[src/iwr_pkg.sv]
// Shared types, codes and check helpers for the image window resolver.
package iwr_pkg;

  localparam int COORD_BITS   = 16;
  localparam int DIM_BITS     = 15;
  localparam int MASK_BITS    = 4;
  localparam int STATUS_BITS  = 4;
  localparam int CFG_IDX_BITS = 1;
  // headroom for 2*(a-b)+1 and first+count on the wider of coordinate and dimension
  localparam int CALC_BITS    = ((COORD_BITS > DIM_BITS + 1) ? COORD_BITS : DIM_BITS + 1) + 3;

  typedef logic signed [COORD_BITS-1:0] coord_t;
  typedef logic        [COORD_BITS-1:0] count_t;
  typedef logic        [DIM_BITS-1:0]   dim_t;
  typedef logic signed [CALC_BITS-1:0]  calc_t;
  typedef logic        [MASK_BITS-1:0]  mask_t;
  typedef logic        [STATUS_BITS-1:0] status_t;

  localparam calc_t CALC_ZERO = '0;
  localparam calc_t CALC_ONE  = calc_t'(1);

  // allowed combinations of given descriptions
  localparam mask_t CMB_BEGIN        = 4'd1;
  localparam mask_t CMB_CENTER       = 4'd2;
  localparam mask_t CMB_BEGIN_CENTER = 4'd3;
  localparam mask_t CMB_END          = 4'd4;
  localparam mask_t CMB_BEGIN_END    = 4'd5;
  localparam mask_t CMB_CENTER_END   = 4'd6;
  localparam mask_t CMB_SIZE         = 4'd8;
  localparam mask_t CMB_BEGIN_SIZE   = 4'd9;
  localparam mask_t CMB_CENTER_SIZE  = 4'd10;
  localparam mask_t CMB_END_SIZE     = 4'd12;

  localparam status_t ST_OK               = 4'd0;
  localparam status_t ST_BAD_BEGIN_LINE   = 4'd1;
  localparam status_t ST_BAD_BEGIN_SAMPLE = 4'd2;
  localparam status_t ST_BAD_CENTER_LINE  = 4'd3;
  localparam status_t ST_BAD_CENTER_SAMPLE = 4'd4;
  localparam status_t ST_BAD_END_LINE     = 4'd5;
  localparam status_t ST_BAD_END_SAMPLE   = 4'd6;
  localparam status_t ST_BAD_SIZE_LINES   = 4'd7;
  localparam status_t ST_BAD_SIZE_SAMPLES = 4'd8;
  localparam status_t ST_ORDER            = 4'd9;
  localparam status_t ST_NOFIT            = 4'd10;
  localparam status_t ST_COMBO            = 4'd11;

  localparam logic [CFG_IDX_BITS-1:0] CFG_IMAGE_LINES   = 1'd0;
  localparam logic [CFG_IDX_BITS-1:0] CFG_IMAGE_SAMPLES = 1'd1;

  typedef struct packed {
    logic begin_bad;
    logic center_bad;
    logic end_bad;
    logic size_bad;
    logic begin_gt_center;
    logic begin_gt_end;
    logic center_gt_end;
  } axis_chk_t;

  typedef struct packed {
    calc_t first;
    calc_t count;
    logic  over_end;
    logic  before_start;
  } axis_res_t;

  function automatic calc_t coord_to_calc(coord_t v);
    return {{(CALC_BITS-COORD_BITS){v[COORD_BITS-1]}}, v};
  endfunction

  function automatic calc_t dim_to_calc(dim_t n);
    return {{(CALC_BITS-DIM_BITS){1'b0}}, n};
  endfunction

  function automatic status_t point_status(logic line_bad, logic sample_bad,
                                           status_t line_code, status_t sample_code);
    status_t st;
    st = ST_OK;
    if (line_bad) st = line_code;
    else if (sample_bad) st = sample_code;
    return st;
  endfunction

  // status before the fit check; lines are checked ahead of samples
  function automatic status_t pre_status(mask_t mask, axis_chk_t l, axis_chk_t s);
    status_t st;
    st = ST_OK;
    unique case (mask)
      CMB_BEGIN: begin
        st = point_status(l.begin_bad, s.begin_bad, ST_BAD_BEGIN_LINE, ST_BAD_BEGIN_SAMPLE);
      end
      CMB_CENTER: begin
        st = point_status(l.center_bad, s.center_bad, ST_BAD_CENTER_LINE,
                          ST_BAD_CENTER_SAMPLE);
      end
      CMB_BEGIN_CENTER: begin
        st = point_status(l.begin_bad, s.begin_bad, ST_BAD_BEGIN_LINE, ST_BAD_BEGIN_SAMPLE);
        if (st == ST_OK)
          st = point_status(l.center_bad, s.center_bad, ST_BAD_CENTER_LINE,
                            ST_BAD_CENTER_SAMPLE);
        if (st == ST_OK && (l.begin_gt_center || s.begin_gt_center)) st = ST_ORDER;
      end
      CMB_END: begin
        st = point_status(l.end_bad, s.end_bad, ST_BAD_END_LINE, ST_BAD_END_SAMPLE);
      end
      CMB_BEGIN_END: begin
        st = point_status(l.begin_bad, s.begin_bad, ST_BAD_BEGIN_LINE, ST_BAD_BEGIN_SAMPLE);
        if (st == ST_OK)
          st = point_status(l.end_bad, s.end_bad, ST_BAD_END_LINE, ST_BAD_END_SAMPLE);
        if (st == ST_OK && (l.begin_gt_end || s.begin_gt_end)) st = ST_ORDER;
      end
      CMB_CENTER_END: begin
        st = point_status(l.center_bad, s.center_bad, ST_BAD_CENTER_LINE,
                          ST_BAD_CENTER_SAMPLE);
        if (st == ST_OK)
          st = point_status(l.end_bad, s.end_bad, ST_BAD_END_LINE, ST_BAD_END_SAMPLE);
        if (st == ST_OK && (l.center_gt_end || s.center_gt_end)) st = ST_ORDER;
      end
      CMB_SIZE: begin
        st = point_status(l.size_bad, s.size_bad, ST_BAD_SIZE_LINES, ST_BAD_SIZE_SAMPLES);
      end
      CMB_BEGIN_SIZE: begin
        st = point_status(l.begin_bad, s.begin_bad, ST_BAD_BEGIN_LINE, ST_BAD_BEGIN_SAMPLE);
        if (st == ST_OK)
          st = point_status(l.size_bad, s.size_bad, ST_BAD_SIZE_LINES, ST_BAD_SIZE_SAMPLES);
      end
      CMB_CENTER_SIZE: begin
        st = point_status(l.center_bad, s.center_bad, ST_BAD_CENTER_LINE,
                          ST_BAD_CENTER_SAMPLE);
        if (st == ST_OK)
          st = point_status(l.size_bad, s.size_bad, ST_BAD_SIZE_LINES, ST_BAD_SIZE_SAMPLES);
      end
      CMB_END_SIZE: begin
        st = point_status(l.end_bad, s.end_bad, ST_BAD_END_LINE, ST_BAD_END_SAMPLE);
        if (st == ST_OK)
          st = point_status(l.size_bad, s.size_bad, ST_BAD_SIZE_LINES, ST_BAD_SIZE_SAMPLES);
      end
      default: begin
        st = ST_COMBO;
      end
    endcase
    return st;
  endfunction

endpackage

[src/iwr_axis.sv]
// One axis of the window datapath: range and order checks, window arithmetic, fit flags.
module iwr_axis (
  input  logic               clk,
  input  logic               adv1,
  input  logic               adv2,
  input  iwr_pkg::coord_t    begin_in,
  input  iwr_pkg::coord_t    center_in,
  input  iwr_pkg::coord_t    end_in,
  input  iwr_pkg::coord_t    size_in,
  input  iwr_pkg::dim_t      dim,
  input  iwr_pkg::mask_t     mask_s1,
  output iwr_pkg::axis_chk_t chk_s1,
  output iwr_pkg::axis_res_t res_s2
);

  iwr_pkg::calc_t     dim_x;
  iwr_pkg::calc_t     bx_in, cx_in, ex_in, zx_in;
  iwr_pkg::axis_chk_t chk_nxt;
  iwr_pkg::axis_chk_t chk_r;
  iwr_pkg::coord_t    begin_r, center_r, end_r, size_r;

  iwr_pkg::calc_t     bx, cx, ex, zx;
  iwr_pkg::calc_t     first_nxt, count_nxt;
  iwr_pkg::calc_t     first_r, count_r;
  iwr_pkg::calc_t     last_excl;

  assign dim_x = iwr_pkg::dim_to_calc(dim);
  assign bx_in = iwr_pkg::coord_to_calc(begin_in);
  assign cx_in = iwr_pkg::coord_to_calc(center_in);
  assign ex_in = iwr_pkg::coord_to_calc(end_in);
  assign zx_in = iwr_pkg::coord_to_calc(size_in);

  // stage 1: compares only
  always_comb begin
    chk_nxt.begin_bad       = (bx_in < iwr_pkg::CALC_ZERO) || (bx_in >= dim_x);
    chk_nxt.center_bad      = (cx_in < iwr_pkg::CALC_ZERO) || (cx_in >= dim_x);
    chk_nxt.end_bad         = (ex_in < iwr_pkg::CALC_ZERO) || (ex_in >= dim_x);
    chk_nxt.size_bad        = (zx_in < iwr_pkg::CALC_ONE)  || (zx_in >  dim_x);
    chk_nxt.begin_gt_center = (begin_in  > center_in);
    chk_nxt.begin_gt_end    = (begin_in  > end_in);
    chk_nxt.center_gt_end   = (center_in > end_in);
  end

  always_ff @(posedge clk) begin
    if (adv1) begin
      chk_r    <= chk_nxt;
      begin_r  <= begin_in;
      center_r <= center_in;
      end_r    <= end_in;
      size_r   <= size_in;
    end
  end

  assign chk_s1 = chk_r;

  // stage 2: window arithmetic; only meaningful when the checks pass
  assign bx = iwr_pkg::coord_to_calc(begin_r);
  assign cx = iwr_pkg::coord_to_calc(center_r);
  assign ex = iwr_pkg::coord_to_calc(end_r);
  assign zx = iwr_pkg::coord_to_calc(size_r);

  always_comb begin
    first_nxt = iwr_pkg::CALC_ZERO;
    count_nxt = iwr_pkg::CALC_ZERO;
    unique case (mask_s1)
      iwr_pkg::CMB_BEGIN: begin
        first_nxt = bx;
        count_nxt = dim_x - bx;
      end
      iwr_pkg::CMB_CENTER: begin
        // window clipped symmetrically by the nearer image edge
        if (cx < (dim_x >>> 1)) begin
          first_nxt = iwr_pkg::CALC_ZERO;
          count_nxt = (cx <<< 1) + iwr_pkg::CALC_ONE;
        end else begin
          first_nxt = (cx <<< 1) - dim_x + iwr_pkg::CALC_ONE;
          count_nxt = ((dim_x - cx) <<< 1) - iwr_pkg::CALC_ONE;
        end
      end
      iwr_pkg::CMB_BEGIN_CENTER: begin
        first_nxt = bx;
        count_nxt = ((cx - bx) <<< 1) + iwr_pkg::CALC_ONE;
      end
      iwr_pkg::CMB_END: begin
        first_nxt = iwr_pkg::CALC_ZERO;
        count_nxt = ex + iwr_pkg::CALC_ONE;
      end
      iwr_pkg::CMB_BEGIN_END: begin
        first_nxt = bx;
        count_nxt = ex - bx + iwr_pkg::CALC_ONE;
      end
      iwr_pkg::CMB_CENTER_END: begin
        first_nxt = (cx <<< 1) - ex;
        count_nxt = ((ex - cx) <<< 1) + iwr_pkg::CALC_ONE;
      end
      iwr_pkg::CMB_SIZE, iwr_pkg::CMB_BEGIN_SIZE: begin
        first_nxt = bx;
        count_nxt = zx;
      end
      iwr_pkg::CMB_CENTER_SIZE: begin
        first_nxt = cx - (zx >>> 1);
        count_nxt = zx;
      end
      iwr_pkg::CMB_END_SIZE: begin
        first_nxt = ex - zx + iwr_pkg::CALC_ONE;
        count_nxt = zx;
      end
      default: begin
        first_nxt = iwr_pkg::CALC_ZERO;
        count_nxt = iwr_pkg::CALC_ZERO;
      end
    endcase
  end

  always_ff @(posedge clk) begin
    if (adv2) begin
      first_r <= first_nxt;
      count_r <= count_nxt;
    end
  end

  assign last_excl = first_r + count_r;

  always_comb begin
    res_s2.first        = first_r;
    res_s2.count        = count_r;
    res_s2.over_end     = (last_excl > dim_x);
    res_s2.before_start = (first_r < iwr_pkg::CALC_ZERO);
  end

endmodule

[src/image_window_resolver.sv]
// Top level of the image window resolver: config registers, pipeline control, status.
// Takes one request beat per clock unless stalled and returns one result beat per
// request, in order, through three register stages: range and order compares, window
// arithmetic with the early status, then the fit check and zeroing of the window on
// error into the output register. A stalled output holds every stage; ready runs back
// through the stages so an empty stage always takes a beat. image_lines and
// image_samples reset to 1; the user writes them via cfg_wr_en while idle, not enforced.
module image_window_resolver (
  input  logic                                clk,
  input  logic                                rst_n,

  input  logic                                cfg_wr_en,
  input  logic [iwr_pkg::CFG_IDX_BITS-1:0]    cfg_index,
  input  logic [iwr_pkg::DIM_BITS-1:0]        cfg_wr_data,

  input  logic                                in_valid,
  output logic                                in_ready,
  input  logic [iwr_pkg::MASK_BITS-1:0]       in_given_mask,
  input  logic signed [iwr_pkg::COORD_BITS-1:0] in_begin_line,
  input  logic signed [iwr_pkg::COORD_BITS-1:0] in_begin_sample,
  input  logic signed [iwr_pkg::COORD_BITS-1:0] in_center_line,
  input  logic signed [iwr_pkg::COORD_BITS-1:0] in_center_sample,
  input  logic signed [iwr_pkg::COORD_BITS-1:0] in_end_line,
  input  logic signed [iwr_pkg::COORD_BITS-1:0] in_end_sample,
  input  logic signed [iwr_pkg::COORD_BITS-1:0] in_size_lines,
  input  logic signed [iwr_pkg::COORD_BITS-1:0] in_size_samples,

  output logic                                out_valid,
  input  logic                                out_ready,
  output logic signed [iwr_pkg::COORD_BITS-1:0] out_window_first_line,
  output logic signed [iwr_pkg::COORD_BITS-1:0] out_window_first_sample,
  output logic [iwr_pkg::COORD_BITS-1:0]      out_window_line_count,
  output logic [iwr_pkg::COORD_BITS-1:0]      out_window_sample_count,
  output logic [iwr_pkg::STATUS_BITS-1:0]     out_status
);

  iwr_pkg::dim_t      image_lines_r, image_samples_r;

  logic               adv1, adv2, adv3;
  logic               v1_r, v2_r, out_valid_r;
  iwr_pkg::mask_t     mask_s1_r, mask_s2_r;
  iwr_pkg::status_t   st_s2_nxt, st_s2_r;

  iwr_pkg::axis_chk_t chk_line, chk_samp;
  iwr_pkg::axis_res_t res_line, res_samp;

  logic               fit_hi, fit_lo, nofit;
  iwr_pkg::status_t   st_out_nxt, st_out_r;
  iwr_pkg::coord_t    first_line_nxt, first_samp_nxt, first_line_r, first_samp_r;
  iwr_pkg::count_t    cnt_line_nxt, cnt_samp_nxt, cnt_line_r, cnt_samp_r;

  // configuration
  always_ff @(posedge clk) begin
    if (!rst_n) begin
      image_lines_r   <= iwr_pkg::dim_t'(1);
      image_samples_r <= iwr_pkg::dim_t'(1);
    end else if (cfg_wr_en) begin
      unique case (cfg_index)
        iwr_pkg::CFG_IMAGE_LINES:   image_lines_r   <= cfg_wr_data;
        iwr_pkg::CFG_IMAGE_SAMPLES: image_samples_r <= cfg_wr_data;
        default: ;
      endcase
    end
  end

  // stage advance: a stage moves when it is empty or its successor moves
  assign adv3     = !out_valid_r || out_ready;
  assign adv2     = !v2_r || adv3;
  assign adv1     = !v1_r || adv2;
  assign in_ready = adv1;

  always_ff @(posedge clk) begin
    if (!rst_n) begin
      v1_r        <= 1'b0;
      v2_r        <= 1'b0;
      out_valid_r <= 1'b0;
    end else begin
      if (adv1) v1_r        <= in_valid;
      if (adv2) v2_r        <= v1_r;
      if (adv3) out_valid_r <= v2_r;
    end
  end

  iwr_axis u_line (
    .clk       (clk),
    .adv1      (adv1),
    .adv2      (adv2),
    .begin_in  (in_begin_line),
    .center_in (in_center_line),
    .end_in    (in_end_line),
    .size_in   (in_size_lines),
    .dim       (image_lines_r),
    .mask_s1   (mask_s1_r),
    .chk_s1    (chk_line),
    .res_s2    (res_line)
  );

  iwr_axis u_samp (
    .clk       (clk),
    .adv1      (adv1),
    .adv2      (adv2),
    .begin_in  (in_begin_sample),
    .center_in (in_center_sample),
    .end_in    (in_end_sample),
    .size_in   (in_size_samples),
    .dim       (image_samples_r),
    .mask_s1   (mask_s1_r),
    .chk_s1    (chk_samp),
    .res_s2    (res_samp)
  );

  assign st_s2_nxt = iwr_pkg::pre_status(mask_s1_r, chk_line, chk_samp);

  always_ff @(posedge clk) begin
    if (adv1) mask_s1_r <= in_given_mask;
    if (adv2) begin
      mask_s2_r <= mask_s1_r;
      st_s2_r   <= st_s2_nxt;
    end
  end

  // stage 3: fit check, final status, zero the window on error
  always_comb begin
    fit_hi = (mask_s2_r == iwr_pkg::CMB_BEGIN_CENTER) ||
             (mask_s2_r == iwr_pkg::CMB_BEGIN_SIZE) ||
             (mask_s2_r == iwr_pkg::CMB_CENTER_SIZE);
    fit_lo = (mask_s2_r == iwr_pkg::CMB_CENTER_END) ||
             (mask_s2_r == iwr_pkg::CMB_END_SIZE) ||
             (mask_s2_r == iwr_pkg::CMB_CENTER_SIZE);
    nofit  = (fit_hi && (res_line.over_end || res_samp.over_end)) ||
             (fit_lo && (res_line.before_start || res_samp.before_start));

    priority if (st_s2_r != iwr_pkg::ST_OK) st_out_nxt = st_s2_r;
    else if (nofit)                         st_out_nxt = iwr_pkg::ST_NOFIT;
    else                                    st_out_nxt = iwr_pkg::ST_OK;

    if (st_out_nxt == iwr_pkg::ST_OK) begin
      first_line_nxt = res_line.first[iwr_pkg::COORD_BITS-1:0];
      first_samp_nxt = res_samp.first[iwr_pkg::COORD_BITS-1:0];
      cnt_line_nxt   = res_line.count[iwr_pkg::COORD_BITS-1:0];
      cnt_samp_nxt   = res_samp.count[iwr_pkg::COORD_BITS-1:0];
    end else begin
      first_line_nxt = '0;
      first_samp_nxt = '0;
      cnt_line_nxt   = '0;
      cnt_samp_nxt   = '0;
    end
  end

  always_ff @(posedge clk) begin
    if (adv3) begin
      st_out_r     <= st_out_nxt;
      first_line_r <= first_line_nxt;
      first_samp_r <= first_samp_nxt;
      cnt_line_r   <= cnt_line_nxt;
      cnt_samp_r   <= cnt_samp_nxt;
    end
  end

  assign out_valid               = out_valid_r;
  assign out_status              = st_out_r;
  assign out_window_first_line   = first_line_r;
  assign out_window_first_sample = first_samp_r;
  assign out_window_line_count   = cnt_line_r;
  assign out_window_sample_count = cnt_samp_r;

  // an accepted beat always lands in the first stage
  a_accept_lands: assert property (@(posedge clk) disable iff (!rst_n)
    (in_valid && in_ready) |=> v1_r)
    else $error("accepted beat not captured in stage 1");

  // a held first stage keeps its combination
  a_s1_hold: assert property (@(posedge clk) disable iff (!rst_n)
    (v1_r && !adv1) |=> (v1_r && $stable(mask_s1_r)))
    else $error("stage 1 beat lost or changed under stall");

  // a middle beat survives a blocked output
  a_s2_hold: assert property (@(posedge clk) disable iff (!rst_n)
    (v2_r && out_valid_r && !out_ready) |=> (v2_r && $stable(st_s2_r)))
    else $error("stage 2 beat lost or changed under stall");

  // any error status carries an all-zero window
  a_err_zero: assert property (@(posedge clk) disable iff (!rst_n)
    (out_valid && (out_status != iwr_pkg::ST_OK)) |->
      ((out_window_first_line == '0) && (out_window_first_sample == '0) &&
       (out_window_line_count == '0) && (out_window_sample_count == '0)))
    else $error("window not zeroed on error status");

endmodule
[config.mk]
export PLATFORM = sky130hd
export DESIGN_NAME = image_window_resolver
export DESIGN_NICKNAME = d
export VERILOG_FILES = /design/src/iwr_pkg.sv /design/src/iwr_axis.sv /design/src/image_window_resolver.sv
export SDC_FILE = /design/constraint.sdc
export NUM_CORES = 2
export LEC_CHECK = 0
export BUFFER_PORTS_ARGS = -buffer_cell sky130_fd_sc_hd__buf_4
export CORE_UTILIZATION = 69
export CTS_CLUSTER_DIAMETER = 120
export DETAILED_ROUTE_END_ITERATION = 16
export PLACE_DENSITY_LB_ADDON = 0.3
export SLEW_MARGIN = 25
export SYNTH_ARGS = -nofsm -noshare
export SYNTH_HDL_FRONTEND = slang
export SYNTH_HIERARCHICAL = 1
export SYNTH_SLANG_ARGS = --single-unit
[constraint.sdc]
create_clock -name clk -period 17.7 [get_ports clk]
set_clock_uncertainty 0.15 [all_clocks]
set_input_delay 2.655 -clock clk [delete_from_list [all_inputs] [get_ports clk]]
set_output_delay 2.655 -clock clk [all_outputs]
set_load 0.03 [all_outputs]
==> run metrics <==
cells on worst reg2reg path 22; worst min path class flop to flop; Syn Nets 5000; placed insts 4991; drc violations 0; Tot GR Track Use 42.2%; leakage 18.5 nW; PD cells 70.7 nW/um^2; Rows 84; area delta synth->final 9.62%; hold path cells 0; Data required, critical path 14.90 ns; Starting Density 70.5%; status finished, final reports clean; Cell Count, Final, Fillers Out 5056; Clock Latency Late Sink 0.55 ns; hold_buf cts 0; CP max stage cell nand3_4; Max-Cap Viols 0; crit-path max cell delay 0.34 ns; Initial DRC Count 4437; RSZ-0062 raised after global routing no; Final nets 5193; CTS tree built; crit path max fanout 25; synthesized area per cell 9.00 um^2; CTS root buffer clkbuf_16; Crit Path Category primary input to output port; Post-Route WL 120000 um; setup TNS 0 ns; vias in the first global route 32.9k; Gate Count Post-Synth 4149; Antenna Nets Post-Route 0; # fillers 3717; initial antenna violation count 6; largest net degree at the start of global routing 85; most repeated library cell on the critical path buf_4; clock buffer count from CTS 35; M1 WL 48700 um; Peak VDD IR 0.0746 mV; DRT Pass-1 Iters 9; CP Buf/Inv Count 3; final hold violations 0; core area 53000 um^2; f_max 151 MHz; Worst slew margin 34.5%; Worst path depth 5; grt total ovfl 0; Clock Sinks 331; CTS-repair resized insts 0; CP arrival 3.82 ns; IO buf count 222; crit start category primary input; Worst-path clk slew 0.06 ns; H-Tree Depth 2; Mapped Area 37300 um^2; CP cell instances buf_4 > nor2b_1 > buf_4 > nand3_4 > buf_4; Final min period 6.63 ns; # IOs 223; DR WL met3 18600 um; DR top layer met4; first-pass GRT wire length 181000 um; CTS max path bufs 3; Crit. End Element output port; die area 55100 um^2; Synth Warn # 6; routed via count 35.2k; met2 routed WL 49300 um; die span in y 235 um; vias per cell 6.95; HPWL after DPL 96100 um; share of layout cells above drive strength 1 9.98%; Final period util 37.4%; post-CTS setup buffer count 0; fin. max-slew vios 0; worst slew pin tran 0.979 ns; Chip Width 235 um; Wirelength per Cell 23.7 um; crit-path leading delay family buffers and inverters; Setup-failing EPs final 0; Final Wtd Congestion 1.03
[sequential cells by signal, summed over array words and instances, names as in the netlist, 19 cells and up]
name,cells
u_samp/first_r,19
u_samp/count_r,19
u_line/first_r,19
u_line/count_r,19
[placed cells by master (no fill, tap or decap), types with 99 or more instances in the layout]
cell type	instances
o21ai_0	211
inv_1	334
buf_4	249
ha_1	664
nand3_1	99
xnor2_1	168
a21oi_1	254
nor2_1	244
a21o_1	102
nor3_1	110
nand2_1	262
edfxtp_1	298
xor2_1	101
[worst register-to-register path: stages, from the launching register on]
cell,delay (ns)
edfxtp_1,0.40
ha_1,0.25
inv_1,0.08
fa_1,0.21
nor2b_1,0.07
o31a_1,0.27
o41ai_1,0.56
nor2_1,0.12
nor3_1,0.24
xnor2_1,0.11
ha_1,0.29
nand4_1,0.11
or2_2,0.32
o21ai_0,0.16
nor3_1,0.06
o21ai_0,0.14
a21oi_1,0.10
a41oi_1,0.28
nor2_1,0.10
o22ai_1,0.28
o21ai_4,0.27
buf_16,0.25
and3_2,0.24
[cell type report]
class / count / area, um^2 / share of cell area, %
Antenna cell: 1 / 2.50 / 0.00611
Clock buffer: 43 / 1000 / 2.44
Clock inverter: 19 / 178 / 0.434
Inverter: 335 / 1260 / 3.07
Multi-Input combinational cell: 3388 / 26100 / 63.8
Sequential cell: 331 / 9610 / 23.5
Tap cell: 688 / 861 / 2.10
Timing Repair Buffer: 251 / 1920 / 4.70
[routing by layer]
layer	global-route usage (%)	vias up
met5	0	-
met4	11.4	0
li1	-	16100
met3	13.8	264
met2	62.1	2340
met1	59.2	16500
[final timing paths]
check	slack, ns	startpoint	endpoint
setup / recovery	11.07	out_ready	in_ready
hold / removal	0.38	st_s2_r[2]	out_status[2]
hold reg to reg	0.38	st_s2_r[2]	out_status[2]
setup reg to reg	12.39	u_samp/first_r[0]	out_window_sample_count[1]
[where the power goes]
part	internal, mW	switching, mW
clock	0.446	0.314
sequential	0.916	0.0695
combinational	0.474	0.674
total	1.84	1.06
[through the flow]
step | worst slack [ns] | area, um^2 | util, % | power, mW | hold WS (ns)
floorplan | 8.51 | 37300 | - | 1.77 | 0.309
global placement | 10.55 | 39700 | 74.9 | 2.05 | 0.336
detailed placement | 10.48 | 39700 | 74.9 | 2.09 | 0.337
CTS | 10.46 | 40900 | 77.2 | 2.85 | 0.366
global route | 11.03 | 40900 | 77.3 | 3.03 | 0.382
finish | 11.07 | 40900 | 77.3 | 2.89 | 0.377
No activity file was read; power rests on OpenSTA's default activity.
